--- config.mk ---
export PLATFORM = sky130hd
export DESIGN_NAME = ptee_seq
export DESIGN_NICKNAME = d
export VERILOG_FILES = /design/src/rtl/ptee_pkg.sv /design/src/rtl/ptee_seq.sv
export SDC_FILE = /design/constraint.sdc
export NUM_CORES = 2
export LEC_CHECK = 0
export ABC_CLOCK_PERIOD_IN_PS = 10250
export BUFFER_PORTS_ARGS = -buffer_cell sky130_fd_sc_hd__buf_2
export CAP_MARGIN = 20
export CORE_ASPECT_RATIO = 1.75
export CORE_MARGIN = 2
export CORE_UTILIZATION = 34
export CTS_BUF_LIST = sky130_fd_sc_hd__clkbuf_8 sky130_fd_sc_hd__clkbuf_16
export DETAILED_ROUTE_END_ITERATION = 6
export PLACE_DENSITY = 0.56
export SYNTH_ARGS = -nofsm -noshare
export SYNTH_HDL_FRONTEND = slang
export SYNTH_SLANG_ARGS = --single-unit
export TNS_END_PERCENT = 30
--- constraint.sdc ---
create_clock -name clock -period 10.25 [get_ports clock]
set_input_delay 1.5375 -clock clock [delete_from_list [all_inputs] [get_ports clock]]
set_output_delay 1.5375 -clock clock [all_outputs]
set_load 0.01 [all_outputs]
--- src/rtl/ptee_pkg.sv ---
// ----------------------------------------------------------------------------
// Piece table edit engine package
// Command and status codes, sequencer states and the response bundle.
// ----------------------------------------------------------------------------
package ptee_pkg;

   // Command codes carried on the request tuser field.
   localparam logic [2:0] CMD_INSERT    = 3'd0;
   localparam logic [2:0] CMD_DELETE    = 3'd1;
   localparam logic [2:0] CMD_OVERWRITE = 3'd2;
   localparam logic [2:0] CMD_READ      = 3'd3;
   localparam logic [2:0] CMD_CLEAR     = 3'd4;

   // Status codes returned with every response.
   localparam logic [2:0] ST_OK       = 3'd0;
   localparam logic [2:0] ST_BAD_ARG  = 3'd1;
   localparam logic [2:0] ST_NO_SITE  = 3'd2;
   localparam logic [2:0] ST_FULL     = 3'd3;
   localparam logic [2:0] ST_BAD_IDX  = 3'd4;

   // Sequencer states.
   typedef enum logic [4:0] {
      S_IDLE,
      S_CHK0,
      S_CHK1,
      S_CHK2,
      S_CHK3,
      S_CHK4,
      S_RD,
      S_LOAD,
      S_CMP,
      S_SRC,
      S_WPRE,
      S_WINS,
      S_WPOST,
      S_FIN_INS,
      S_COMMIT,
      S_RDSEG,
      S_RDCAP,
      S_CLEAR,
      S_DONE
   } state_type;

   // One response as handed from the sequencer to the output register.
   typedef struct packed {
      logic [2:0]  status;
      logic [31:0] serial;
      logic [31:0] total_length;
      logic [6:0]  segment_count;
      logic [31:0] seg_offset;
      logic [31:0] seg_length;
      logic [31:0] seg_source_offset;
      logic [31:0] seg_source_id;
   } rsp_type;

endpackage

--- src/rtl/ptee_seq.sv ---
// ----------------------------------------------------------------------------
// Piece table sequencer
// Checks each edit, then rebuilds the table entry by entry into the spare bank.
// ----------------------------------------------------------------------------
module ptee_seq
   import ptee_pkg::*;
#(
   parameter int MAX_SEGMENTS = 64,
   parameter int OFFSET_BITS  = 32,
   parameter int VW           = 32,
   parameter int AW           = 6,
   parameter int DW           = 3 * 32 + 32
) (
   input  logic          clock,
   input  logic          reset,
   input  logic          start,
   input  logic [2:0]    cmd,
   input  logic [31:0]   off,
   input  logic [31:0]   len,
   input  logic [5:0]    idx,
   input  logic [VW-1:0] orig,
   input  logic          rsp_free,
   output logic          ready,
   output logic          done,
   output rsp_type       rsp,
   output logic          wr_en,
   output logic [AW:0]   wr_addr,
   output logic [DW-1:0] wr_data,
   output logic [AW:0]   rd_addr,
   input  logic [DW-1:0] rd_data
);

   localparam int TW = $clog2(MAX_SEGMENTS + 1);
   localparam int CW = TW + 1;
   localparam logic [VW-1:0] ALL_ONES = '1;
   localparam logic [VW-1:0] LEN_MAX  = ALL_ONES >> (VW - OFFSET_BITS);
   localparam logic [CW-1:0] MAX_C    = CW'(MAX_SEGMENTS);

   state_type state_ff, state_in;

   logic          cur_ff, cur_in;
   logic [TW-1:0] total_ff, total_in;
   logic [VW-1:0] dlen_ff, dlen_in;
   logic [31:0]   ctr_ff, ctr_in;

   logic [2:0]    cmd_ff, cmd_in;
   logic [VW-1:0] off_ff, off_in;
   logic [VW-1:0] len_ff, len_in;
   logic [5:0]    idx_ff, idx_in;
   logic [2:0]    status_ff, status_in;
   logic [31:0]   serial_ff, serial_in;

   logic [VW-1:0] rem_ff, rem_in;
   logic [VW-1:0] cut_ff, cut_in;
   logic [VW-1:0] cutend_ff, cutend_in;
   logic [VW-1:0] newlen_ff, newlen_in;

   logic [CW-1:0] i_ff, i_in;
   logic [CW-1:0] cnt_ff, cnt_in;
   logic [VW-1:0] opos_ff, opos_in;
   logic          ins_done_ff, ins_done_in;
   logic          split_ff, split_in;

   logic [VW-1:0] pos_ff, pos_in;
   logic [VW-1:0] seg_len_ff, seg_len_in;
   logic [VW-1:0] seg_src_ff, seg_src_in;
   logic [31:0]   seg_id_ff, seg_id_in;
   logic [VW-1:0] end_ff, end_in;
   logic          pre_ff, pre_in;
   logic          insh_ff, insh_in;
   logic          post_ff, post_in;
   logic [VW-1:0] prelen_ff, prelen_in;
   logic [VW-1:0] postlen_ff, postlen_in;
   logic [VW-1:0] pdelta_ff, pdelta_in;
   logic [VW-1:0] postsrc_ff, postsrc_in;

   logic [31:0]   ro_off_ff, ro_off_in;
   logic [31:0]   ro_len_ff, ro_len_in;
   logic [31:0]   ro_src_ff, ro_src_in;
   logic [31:0]   ro_id_ff, ro_id_in;

   logic          do_ins;
   logic          do_cut;
   logic [31:0]   new_id;
   logic          site_bad;
   logic          last_entry;
   logic          room;
   logic          fail;
   logic [CW-1:0] cnt_plain;
   logic [TW+5:0] idx_w;
   logic [TW+5:0] total_w;
   logic [TW+6:0] count_w;

   assign do_ins     = (cmd_ff != CMD_DELETE);
   assign do_cut     = (cmd_ff != CMD_INSERT);
   assign new_id     = ctr_ff + 32'd1;
   assign site_bad   = (cmd_ff == CMD_INSERT) ? (off_ff > dlen_ff) : (off_ff >= dlen_ff);
   assign last_entry = ((i_ff + CW'(1)) == CW'(total_ff));
   assign room       = (cnt_ff < MAX_C);
   assign cnt_plain  = cnt_ff - CW'(do_ins);
   assign fail       = (split_ff && (CW'(total_ff) >= MAX_C)) ||
                       (do_ins && (cnt_plain >= MAX_C));
   assign idx_w      = (TW + 6)'(idx_ff);
   assign total_w    = (TW + 6)'(total_ff);
   assign count_w    = (TW + 7)'(total_ff);

   // Next state.
   always_comb begin
      state_in = state_ff;
      unique case (state_ff)
         S_IDLE: begin
            if (start) begin
               case (cmd)
                  CMD_INSERT, CMD_DELETE, CMD_OVERWRITE: state_in = S_CHK0;
                  CMD_READ:                              state_in = S_RDSEG;
                  CMD_CLEAR:                             state_in = S_CLEAR;
                  default:                               state_in = S_DONE;
               endcase
            end
         end
         S_CHK0: begin
            if ((len_ff == '0) || site_bad) begin
               state_in = S_DONE;
            end else begin
               state_in = S_CHK1;
            end
         end
         S_CHK1: state_in = S_CHK2;
         S_CHK2: state_in = S_CHK3;
         S_CHK3: begin
            if (do_ins && (len_ff > (LEN_MAX - newlen_ff))) begin
               state_in = S_DONE;
            end else begin
               state_in = S_CHK4;
            end
         end
         S_CHK4: state_in = (total_ff == '0) ? S_FIN_INS : S_RD;
         S_RD:      state_in = S_LOAD;
         S_LOAD:    state_in = S_CMP;
         S_CMP:     state_in = S_SRC;
         S_SRC:     state_in = S_WPRE;
         S_WPRE:    state_in = S_WINS;
         S_WINS:    state_in = S_WPOST;
         S_WPOST:   state_in = last_entry ? S_FIN_INS : S_RD;
         S_FIN_INS: state_in = S_COMMIT;
         S_COMMIT:  state_in = S_DONE;
         S_RDSEG:   state_in = (idx_w >= total_w) ? S_DONE : S_RDCAP;
         S_RDCAP:   state_in = S_DONE;
         S_CLEAR:   state_in = S_DONE;
         S_DONE:    state_in = rsp_free ? S_IDLE : S_DONE;
         default:   state_in = S_IDLE;
      endcase
   end

   // Handshake and memory port outputs.
   always_comb begin
      ready   = 1'b0;
      done    = 1'b0;
      wr_en   = 1'b0;
      wr_addr = {~cur_ff, cnt_ff[AW-1:0]};
      wr_data = '0;
      rd_addr = {cur_ff, i_ff[AW-1:0]};
      unique case (state_ff)
         S_IDLE: ready = 1'b1;
         S_RDSEG: rd_addr = {cur_ff, idx_w[AW-1:0]};
         S_WPRE: begin
            wr_en   = pre_ff && room;
            wr_data = {seg_id_ff, seg_src_ff, prelen_ff, opos_ff};
         end
         S_WINS: begin
            wr_en   = insh_ff && do_ins && room;
            wr_data = {new_id, {VW{1'b0}}, len_ff, opos_ff};
         end
         S_WPOST: begin
            wr_en   = post_ff && room;
            wr_data = {seg_id_ff, postsrc_ff, postlen_ff, opos_ff};
         end
         S_FIN_INS: begin
            wr_en   = !ins_done_ff && do_ins && room;
            wr_data = {new_id, {VW{1'b0}}, len_ff, opos_ff};
         end
         S_CLEAR: begin
            wr_en   = (orig != '0);
            wr_addr = {cur_ff, {AW{1'b0}}};
            wr_data = {32'd0, {VW{1'b0}}, orig, {VW{1'b0}}};
         end
         S_DONE: done = rsp_free;
         default: ;
      endcase
   end

   // Datapath next values.
   always_comb begin
      cur_in      = cur_ff;
      total_in    = total_ff;
      dlen_in     = dlen_ff;
      ctr_in      = ctr_ff;
      cmd_in      = cmd_ff;
      off_in      = off_ff;
      len_in      = len_ff;
      idx_in      = idx_ff;
      status_in   = status_ff;
      serial_in   = serial_ff;
      rem_in      = rem_ff;
      cut_in      = cut_ff;
      cutend_in   = cutend_ff;
      newlen_in   = newlen_ff;
      i_in        = i_ff;
      cnt_in      = cnt_ff;
      opos_in     = opos_ff;
      ins_done_in = ins_done_ff;
      split_in    = split_ff;
      pos_in      = pos_ff;
      seg_len_in  = seg_len_ff;
      seg_src_in  = seg_src_ff;
      seg_id_in   = seg_id_ff;
      end_in      = end_ff;
      pre_in      = pre_ff;
      insh_in     = insh_ff;
      post_in     = post_ff;
      prelen_in   = prelen_ff;
      postlen_in  = postlen_ff;
      pdelta_in   = pdelta_ff;
      postsrc_in  = postsrc_ff;
      ro_off_in   = ro_off_ff;
      ro_len_in   = ro_len_ff;
      ro_src_in   = ro_src_ff;
      ro_id_in    = ro_id_ff;
      unique case (state_ff)
         // Capture the request and clear the response fields.
         S_IDLE: begin
            if (start) begin
               cmd_in    = cmd;
               off_in    = VW'(off);
               len_in    = VW'(len);
               idx_in    = idx;
               serial_in = '0;
               ro_off_in = '0;
               ro_len_in = '0;
               ro_src_in = '0;
               ro_id_in  = '0;
               status_in = (cmd > CMD_CLEAR) ? ST_BAD_ARG : ST_OK;
            end
         end
         // Argument and site checks.
         S_CHK0: begin
            if (len_ff == '0) begin
               status_in = ST_BAD_ARG;
            end else if (site_bad) begin
               status_in = ST_NO_SITE;
            end
            rem_in = dlen_ff - off_ff;
         end
         S_CHK1: begin
            if (!do_cut) begin
               cut_in = '0;
            end else begin
               cut_in = (rem_ff > len_ff) ? len_ff : rem_ff;
            end
         end
         S_CHK2: begin
            newlen_in = dlen_ff - cut_ff;
            cutend_in = off_ff + cut_ff;
         end
         S_CHK3: begin
            if (do_ins && (len_ff > (LEN_MAX - newlen_ff))) begin
               status_in = ST_FULL;
            end
         end
         S_CHK4: begin
            if (do_ins) begin
               newlen_in = newlen_ff + len_ff;
            end
            i_in        = '0;
            cnt_in      = '0;
            opos_in     = '0;
            ins_done_in = 1'b0;
            split_in    = 1'b0;
         end
         // Fetch one old entry and find where it meets the edit.
         S_LOAD: begin
            pos_in     = rd_data[VW-1:0];
            seg_len_in = rd_data[2*VW-1:VW];
            seg_src_in = rd_data[3*VW-1:2*VW];
            seg_id_in  = rd_data[3*VW+31:3*VW];
            end_in     = rd_data[VW-1:0] + rd_data[2*VW-1:VW];
         end
         S_CMP: begin
            pre_in   = (pos_ff < off_ff);
            insh_in  = !ins_done_ff && (off_ff < end_ff);
            post_in  = (end_ff > cutend_ff);
            split_in = split_ff || ((pos_ff < off_ff) && (off_ff < end_ff));
            prelen_in = (off_ff < end_ff) ? (off_ff - pos_ff) : seg_len_ff;
            if (pos_ff >= cutend_ff) begin
               postlen_in = seg_len_ff;
               pdelta_in  = '0;
            end else begin
               postlen_in = end_ff - cutend_ff;
               pdelta_in  = cutend_ff - pos_ff;
            end
         end
         S_SRC: postsrc_in = seg_src_ff + pdelta_ff;
         // Emit the kept head, the new piece and the kept tail.
         S_WPRE: begin
            if (pre_ff) begin
               opos_in = opos_ff + prelen_ff;
               cnt_in  = cnt_ff + CW'(1);
            end
         end
         S_WINS: begin
            if (insh_ff) begin
               ins_done_in = 1'b1;
               if (do_ins) begin
                  opos_in = opos_ff + len_ff;
                  cnt_in  = cnt_ff + CW'(1);
               end
            end
         end
         S_WPOST: begin
            if (post_ff) begin
               opos_in = opos_ff + postlen_ff;
               cnt_in  = cnt_ff + CW'(1);
            end
            i_in = i_ff + CW'(1);
         end
         S_FIN_INS: begin
            if (!ins_done_ff && do_ins) begin
               cnt_in = cnt_ff + CW'(1);
            end
         end
         // Swap banks on success, keep the old table otherwise.
         S_COMMIT: begin
            if (fail) begin
               status_in = ST_FULL;
            end else begin
               cur_in    = ~cur_ff;
               total_in  = cnt_ff[TW-1:0];
               dlen_in   = newlen_ff;
               ctr_in    = new_id;
               serial_in = new_id;
            end
         end
         S_RDSEG: begin
            if (idx_w >= total_w) begin
               status_in = ST_BAD_IDX;
            end
         end
         S_RDCAP: begin
            ro_off_in = rd_data[31:0];
            ro_len_in = rd_data[VW+31:VW];
            ro_src_in = rd_data[2*VW+31:2*VW];
            ro_id_in  = rd_data[3*VW+31:3*VW];
         end
         S_CLEAR: begin
            total_in = (orig != '0) ? TW'(1) : '0;
            dlen_in  = orig;
            ctr_in   = '0;
         end
         default: ;
      endcase
   end

   // Control registers.
   always_ff @(posedge clock) begin
      if (reset) begin
         state_ff    <= S_IDLE;
         cur_ff      <= 1'b0;
         total_ff    <= '0;
         dlen_ff     <= '0;
         ctr_ff      <= '0;
         ins_done_ff <= 1'b0;
         split_ff    <= 1'b0;
         i_ff        <= '0;
         cnt_ff      <= '0;
      end else begin
         state_ff    <= state_in;
         cur_ff      <= cur_in;
         total_ff    <= total_in;
         dlen_ff     <= dlen_in;
         ctr_ff      <= ctr_in;
         ins_done_ff <= ins_done_in;
         split_ff    <= split_in;
         i_ff        <= i_in;
         cnt_ff      <= cnt_in;
      end
   end

   // Payload registers.
   always_ff @(posedge clock) begin
      cmd_ff     <= cmd_in;
      off_ff     <= off_in;
      len_ff     <= len_in;
      idx_ff     <= idx_in;
      status_ff  <= status_in;
      serial_ff  <= serial_in;
      rem_ff     <= rem_in;
      cut_ff     <= cut_in;
      cutend_ff  <= cutend_in;
      newlen_ff  <= newlen_in;
      opos_ff    <= opos_in;
      pos_ff     <= pos_in;
      seg_len_ff <= seg_len_in;
      seg_src_ff <= seg_src_in;
      seg_id_ff  <= seg_id_in;
      end_ff     <= end_in;
      pre_ff     <= pre_in;
      insh_ff    <= insh_in;
      post_ff    <= post_in;
      prelen_ff  <= prelen_in;
      postlen_ff <= postlen_in;
      pdelta_ff  <= pdelta_in;
      postsrc_ff <= postsrc_in;
      ro_off_ff  <= ro_off_in;
      ro_len_ff  <= ro_len_in;
      ro_src_ff  <= ro_src_in;
      ro_id_ff   <= ro_id_in;
   end

   // Response bundle.
   always_comb begin
      rsp.status            = status_ff;
      rsp.serial            = serial_ff;
      rsp.total_length      = dlen_ff[31:0];
      rsp.segment_count     = count_w[6:0];
      rsp.seg_offset        = ro_off_ff;
      rsp.seg_length        = ro_len_ff;
      rsp.seg_source_offset = ro_src_ff;
      rsp.seg_source_id     = ro_id_ff;
   end

endmodule

==> Yosys cells after proc, flatten, opt, wreduce, memory -nomap -nowiden <==
Cells that the tools add are included.
{ "op_classes": {"bitwise": 2, "mux": 57, "n_eq_ne": 36, "reduce_logical": 45, "order_cmp": 13, "add_sub_neg": 17} }
{ "ops": {"columns": ["operator", "count"], "rows": [
  ["$pmux W128 S4", 1],
  ["$pmux W32 S2", 8],
  ["$mux W32", 11],
  ["$add A32 B32 Y32", 7],
  ["$sub A32 B32 Y32", 5],
  ["$gt A32 B32 Y1", 4],
  ["$pmux W32 S4", 1],
  ["$pmux W5 S17", 1],
  ["$ge A32 B32 Y1", 2],
  ["$lt A32 B32 Y1", 2],
  ["$eq A5 B4 Y1 const B", 8],
  ["$mux W8", 5],
  ["$pmux W8 S5", 1],
  ["$add A32 B1 Y32 const B", 1],
  ["$logic_not A32 Y1", 1],
  ["$reduce_bool A32 Y1", 1],
  ["$sub A32 B32 Y32 const A", 1],
  ["$ne A2 B2 Y1 const B", 11],
  ["$eq A5 B3 Y1 const B", 4],
  ["$mux W5", 4],
  ["$mux W3", 6],
  ["$add A8 B1 Y8 const B", 2],
  ["$pmux W8 S2", 1],
  ["$eq A5 B5 Y1 const B", 3],
  ["other kinds (41)", 79]
]} }
{ "totals": {"register_bits": 782, "word_cells": 206, "in_bits": 237} }

==> Longest topological paths before layout <==
{ "depth": {"depth_word": 7, "mapped_depth": 22, "mapped_depth_nobuf": 20} }

==> Worst setup path before layout <==
No wires, ideal clock.
{ "synth_path": {"path_type": "register -> register", "start": "register state_ff[3]", "end": "register end_ff[0], enable pin", "setup_slack_ns": 2.005, "setup_ns": 0.682, "required_ns": 9.568, "n_path_buf": 2, "stages_incl_launch_ff": 5, "t_arrival_ns": 7.562, "path_cell_list": "dfxtp_1 > clkbuf_1 > clkbuf_1 > nand2b_1 > nor2_1"} }
{ "synth_between": {"elab_chain_cells": 1} }
{ "synth_lines": {"columns": ["item", "line_no", "source"], "rows": [
  ["start, declared", "ptee_seq.sv:39", "state_type state_ff, state_in;"],
  ["start signal, assigned", "ptee_seq.sv:376", "state_ff <= state_in;"],
  ["$eq A5 B3 Y1", "ptee_seq.sv:229", "unique case (state_ff)"],
  ["end signal, assigned", "ptee_seq.sv:405", "end_ff <= end_in;"],
  ["end, declared", "ptee_seq.sv:68", "logic [VW-1:0] end_ff, end_in;"]
]} }
No other way between the ends.
A chain may end at the register's enable or synchronous reset.

==> Worst setup path after layout <==
{ "layout_path": {"start": "register state_ff[0]", "end": "register opos_ff[31], data pin"} }
{ "layout_between": {"elab_chain_cells": 2} }
{ "layout_lines": {"columns": ["item", "line_no", "source"], "rows": [
  ["$eq A5 B4 Y1 / $eq A5 B3 Y1 (equally long branches)", "ptee_seq.sv:229", null],
  ["$pmux W32 S4 (*)", "ptee_seq.sv:229", null],
  ["end signal, assigned", "ptee_seq.sv:400", "opos_ff <= opos_in;"],
  ["end, declared", "ptee_seq.sv:60", "logic [VW-1:0] opos_ff, opos_in;"]
]} }
Mark *: on every way between the ends. The rest lies on a longest branch, timed or not.

==> reports/results.ini <==
[grt]
grt_pass1_wl_microns = 250000
grt_overflow = 0
grt_max_degree = 106
grt_pass1_vias = 39004
antenna_found_initial = 24
grt_util_all_layers_pct = 23.6

[sta]
grt_setup_unrepaired = no
fin_crit_sh_pct = 54.7
hold_violations = 0
drv_slew = 0
finClkSkew_ns = 0.0356
min_period_ns = 5.61
worstMarginPinSlew_ns = 1.04
setup-violations-final = 0
timing.slew.headroom_pct = 29.9
fmax_ghz = 0.178
setup_tns_ns = 0

[detailed_routing]
drc_errors = 1
drt-wirelength-per-cell_microns = 24.4
vias_per_cell = 5.38
vias = 38393
drtPass1Iterations = 7
routed_wl_microns = 174000
ant_nets = 0
initialDrtViolationCount = 2637

[critical_path]
criticalPathCategory = flop to flop
worst_ep_required_time_ns = 10.71
crit_path_cell_trace = nor2_1, nand2_1, nor2_4, buf_12, and2_1, a221o_1, ha_1, a21o_1, a21oi_1, o21ai_1, a2111oi_0, o31ai_1, buf_4, o211a_1, a21oi_1, o21a_1, o21ai_0, xnor2_1, nor2_1
cp.arrival_ns = 6.07
r2r_setup_slack_ns = 4.64
crit_family = compound AO/OA/AOI/OAI gates
cp_max_fo = 105
start_kind = flop
cpPeakStageDelay_ns = 0.67
critPathCaptureType = flop
crit_buf_inv = 2
cp_slowest_cell = a2111oi_0

[floorplanning]
core-area_sq_um = 140000
initial_core_util_pct = 34.1
die_width_microns = 287
rows = 182
die_height_microns = 500
ioPinCount = 584
die-area_sq_um = 144000

[final_layout]
syn_to_final_growth_pct = 16.7
drive_above_1_share_pct = 16.3
seq_area_sq_um = 22500
multiInputGateArea_sq_um = 23600
fillers = 13910
nets = 5851
final_cell_area_sq_um = 55700

[synthesis]
synth_edf_count = 687
synth_fp_nets = 5292
yosys_warnings = 0
ys_seq_area_share_pct = 47.2
async_flop_share_pct = 0
synthFlopType = edfxtp_1
syn_area_sq_um = 47800
syn_inst = 4656
syn_area_per_cell_sq_um = 10.3
synth.distinct_cells = 81
synth-seq-cells = 782

[placed_design]
gp_congestion = 0.936
place_hpwl_microns = 140000
place_area_sq_um = 52800
portBuffers = 583

[pwr]
p_leak_nw = 23.3
max-vdd-ir-drop_v = 0.000154
power.density_nw_per_um2 = 223

[clocking]
clock_latency_ns = 0.72
clk_pin_slew_ns = 0.07
htree_levels = 3
post_cts_buffers = 0
cts_buffer_depth = 3
cts_root_buf = clkbuf_16
cts_sinks = 782
cts_buffers = 84
cts_tree = yes
holdBufCountCts = 0
ctsResizeCount = 0

[status]
status = complete, but fails checks
violations = DRC

[min_path]
hold_class = flop to flop

[job]
maxCapViolations = 0

## stage by stage
| stage | instances | worst slack [ns] | hold WS [ns] | total power, W | util (%) |
|---|---|---|---|---|---|
| after floorplan | 4656 | 2.01 | 0.477 | 0.00764 | - |
| after global placement | 6967 | 4.73 | 0.490 | 0.00924 | 37.7 |
| after detailed placement | 6968 | 4.74 | 0.499 | 0.00926 | 37.7 |
| after CTS | 7125 | 4.65 | 0.509 | 0.0126 | 39.8 |
| after global routing | 7130 | 4.22 | 0.530 | 0.0131 | 39.8 |
| final | 7133 | 4.64 | 0.517 | 0.0124 | 39.8 |
## cells by family after synthesis
family          count (synthesis)  synth area share, %
compound gates               1259                 17.2
xor+xnor                      310                 5.69
fa+ha+maj                     400                 10.6
buf+inv                       455                 3.65
flops                         782                 47.2
mux                            72                 1.59
simple gates                 1378                 14.1
## worst paths after layout
check,start,depth (start not counted),to
worst max-delay path,state_ff[0]$_SDFFE_PP0P_,19,opos_ff[31]$_SDFFCE_PN0P_
worst min-delay path,dlen_ff[0]$_SDFFE_PP0P_,2,dlen_ff[0]$_SDFFE_PP0P_
worst max register to register,state_ff[0]$_SDFFE_PP0P_,19,opos_ff[31]$_SDFFCE_PN0P_
worst min register to register,dlen_ff[0]$_SDFFE_PP0P_,2,dlen_ff[0]$_SDFFE_PP0P_
## metal layers
layer	track usage, %	wire length [microns]
met1	26.7	67100
met2	42.4	87500
met3	3.59	9640
met4	12.4	9620
met5	0	213
## where the power goes
part	total, W	switching, W	internal (W)
sequential	0.00485	0.000438	0.00441
clock	0.00322	0.00142	0.00181
combinational	0.00436	0.00270	0.00166
total	0.0124	0.00456	0.00788
## placed cells by master (no fill, tap or decap), drive strengths merged, types with 22 or more instances in the layout
cell type	count
o31ai	22
edfxtp	687
buf	628
nand2b	61
a31oi	49
mux2	31
a222oi	31
o21ai	288
and2	184
ha	389
clkinv	27
nor3	96
a21oi	331
a22oi	66
nor2	391
nor2b	58
nor4	25
nand2	315
clkbuf	91
nand4	48
dfxtp	95
mux2i	41
and3	33
inv	320
a21boi	25
o21a	54
xnor2	206
a211oi	32
xor2	104
nand3	81
a22o	35
a21o	179
o21bai	28
## area by class of cell
cell class                      instances  area share (%)
Tap cell                             1840            4.13
Antenna cell                            7          0.0314
Sequential cell                       782            40.4
Clock inverter                         67            1.21
Inverter                              299            2.01
Timing Repair Buffer                  629            5.87
Clock buffer                           90            3.92
Multi-Input combinational cell       3419            42.4
## Yosys cell counts (19+ instances only)
cell type	number	share of area, %
nand4_1	48	0.63
and3_1	33	0.43
dfxtp_1	95	4.0
nor4_1	23	0.30
nand2_1	315	2.5
a22oi_1	66	1.0
o21a_1	54	0.85
mux2i_1	41	0.86
inv_1	299	2.4
a21oi_1	329	3.4
o21ai_0	272	2.9
nand3_1	81	0.85
a211oi_1	28	0.44
o21bai_1	28	0.44
a22o_1	35	0.64
or3_1	19	0.25
mux2_2	31	0.73
ha_1	389	10
a21o_1	179	2.8
a222oi_1	31	0.65
clkbuf_1	135	1.1
nor3_1	93	0.97
o31ai_1	22	0.35
nor2_1	391	3.1
nand2b_1	61	0.80
nor2b_1	58	0.76
and2_1	184	2.4
xor2_1	104	1.9
edfxtp_1	687	43
xnor2_1	206	3.8
a31oi_1	49	0.64
## worst register-to-register path: stages, from the launching register on
cell and delay [ns]:
dfxtp_1 0.53, nor2_1 0.52, nand2_1 0.23, nor2_4 0.19, buf_12 0.38, and2_1 0.37, a221o_1 0.14, ha_1 0.23
a21o_1 0.18, a21oi_1 0.22, o21ai_1 0.11, a2111oi_0 0.67, o31ai_1 0.18, buf_4 0.19, o211a_1 0.29, a21oi_1 0.35
o21a_1 0.20, o21ai_0 0.12, xnor2_1 0.19, nor2_1 0.06
(Power assumes the default switching activity.)
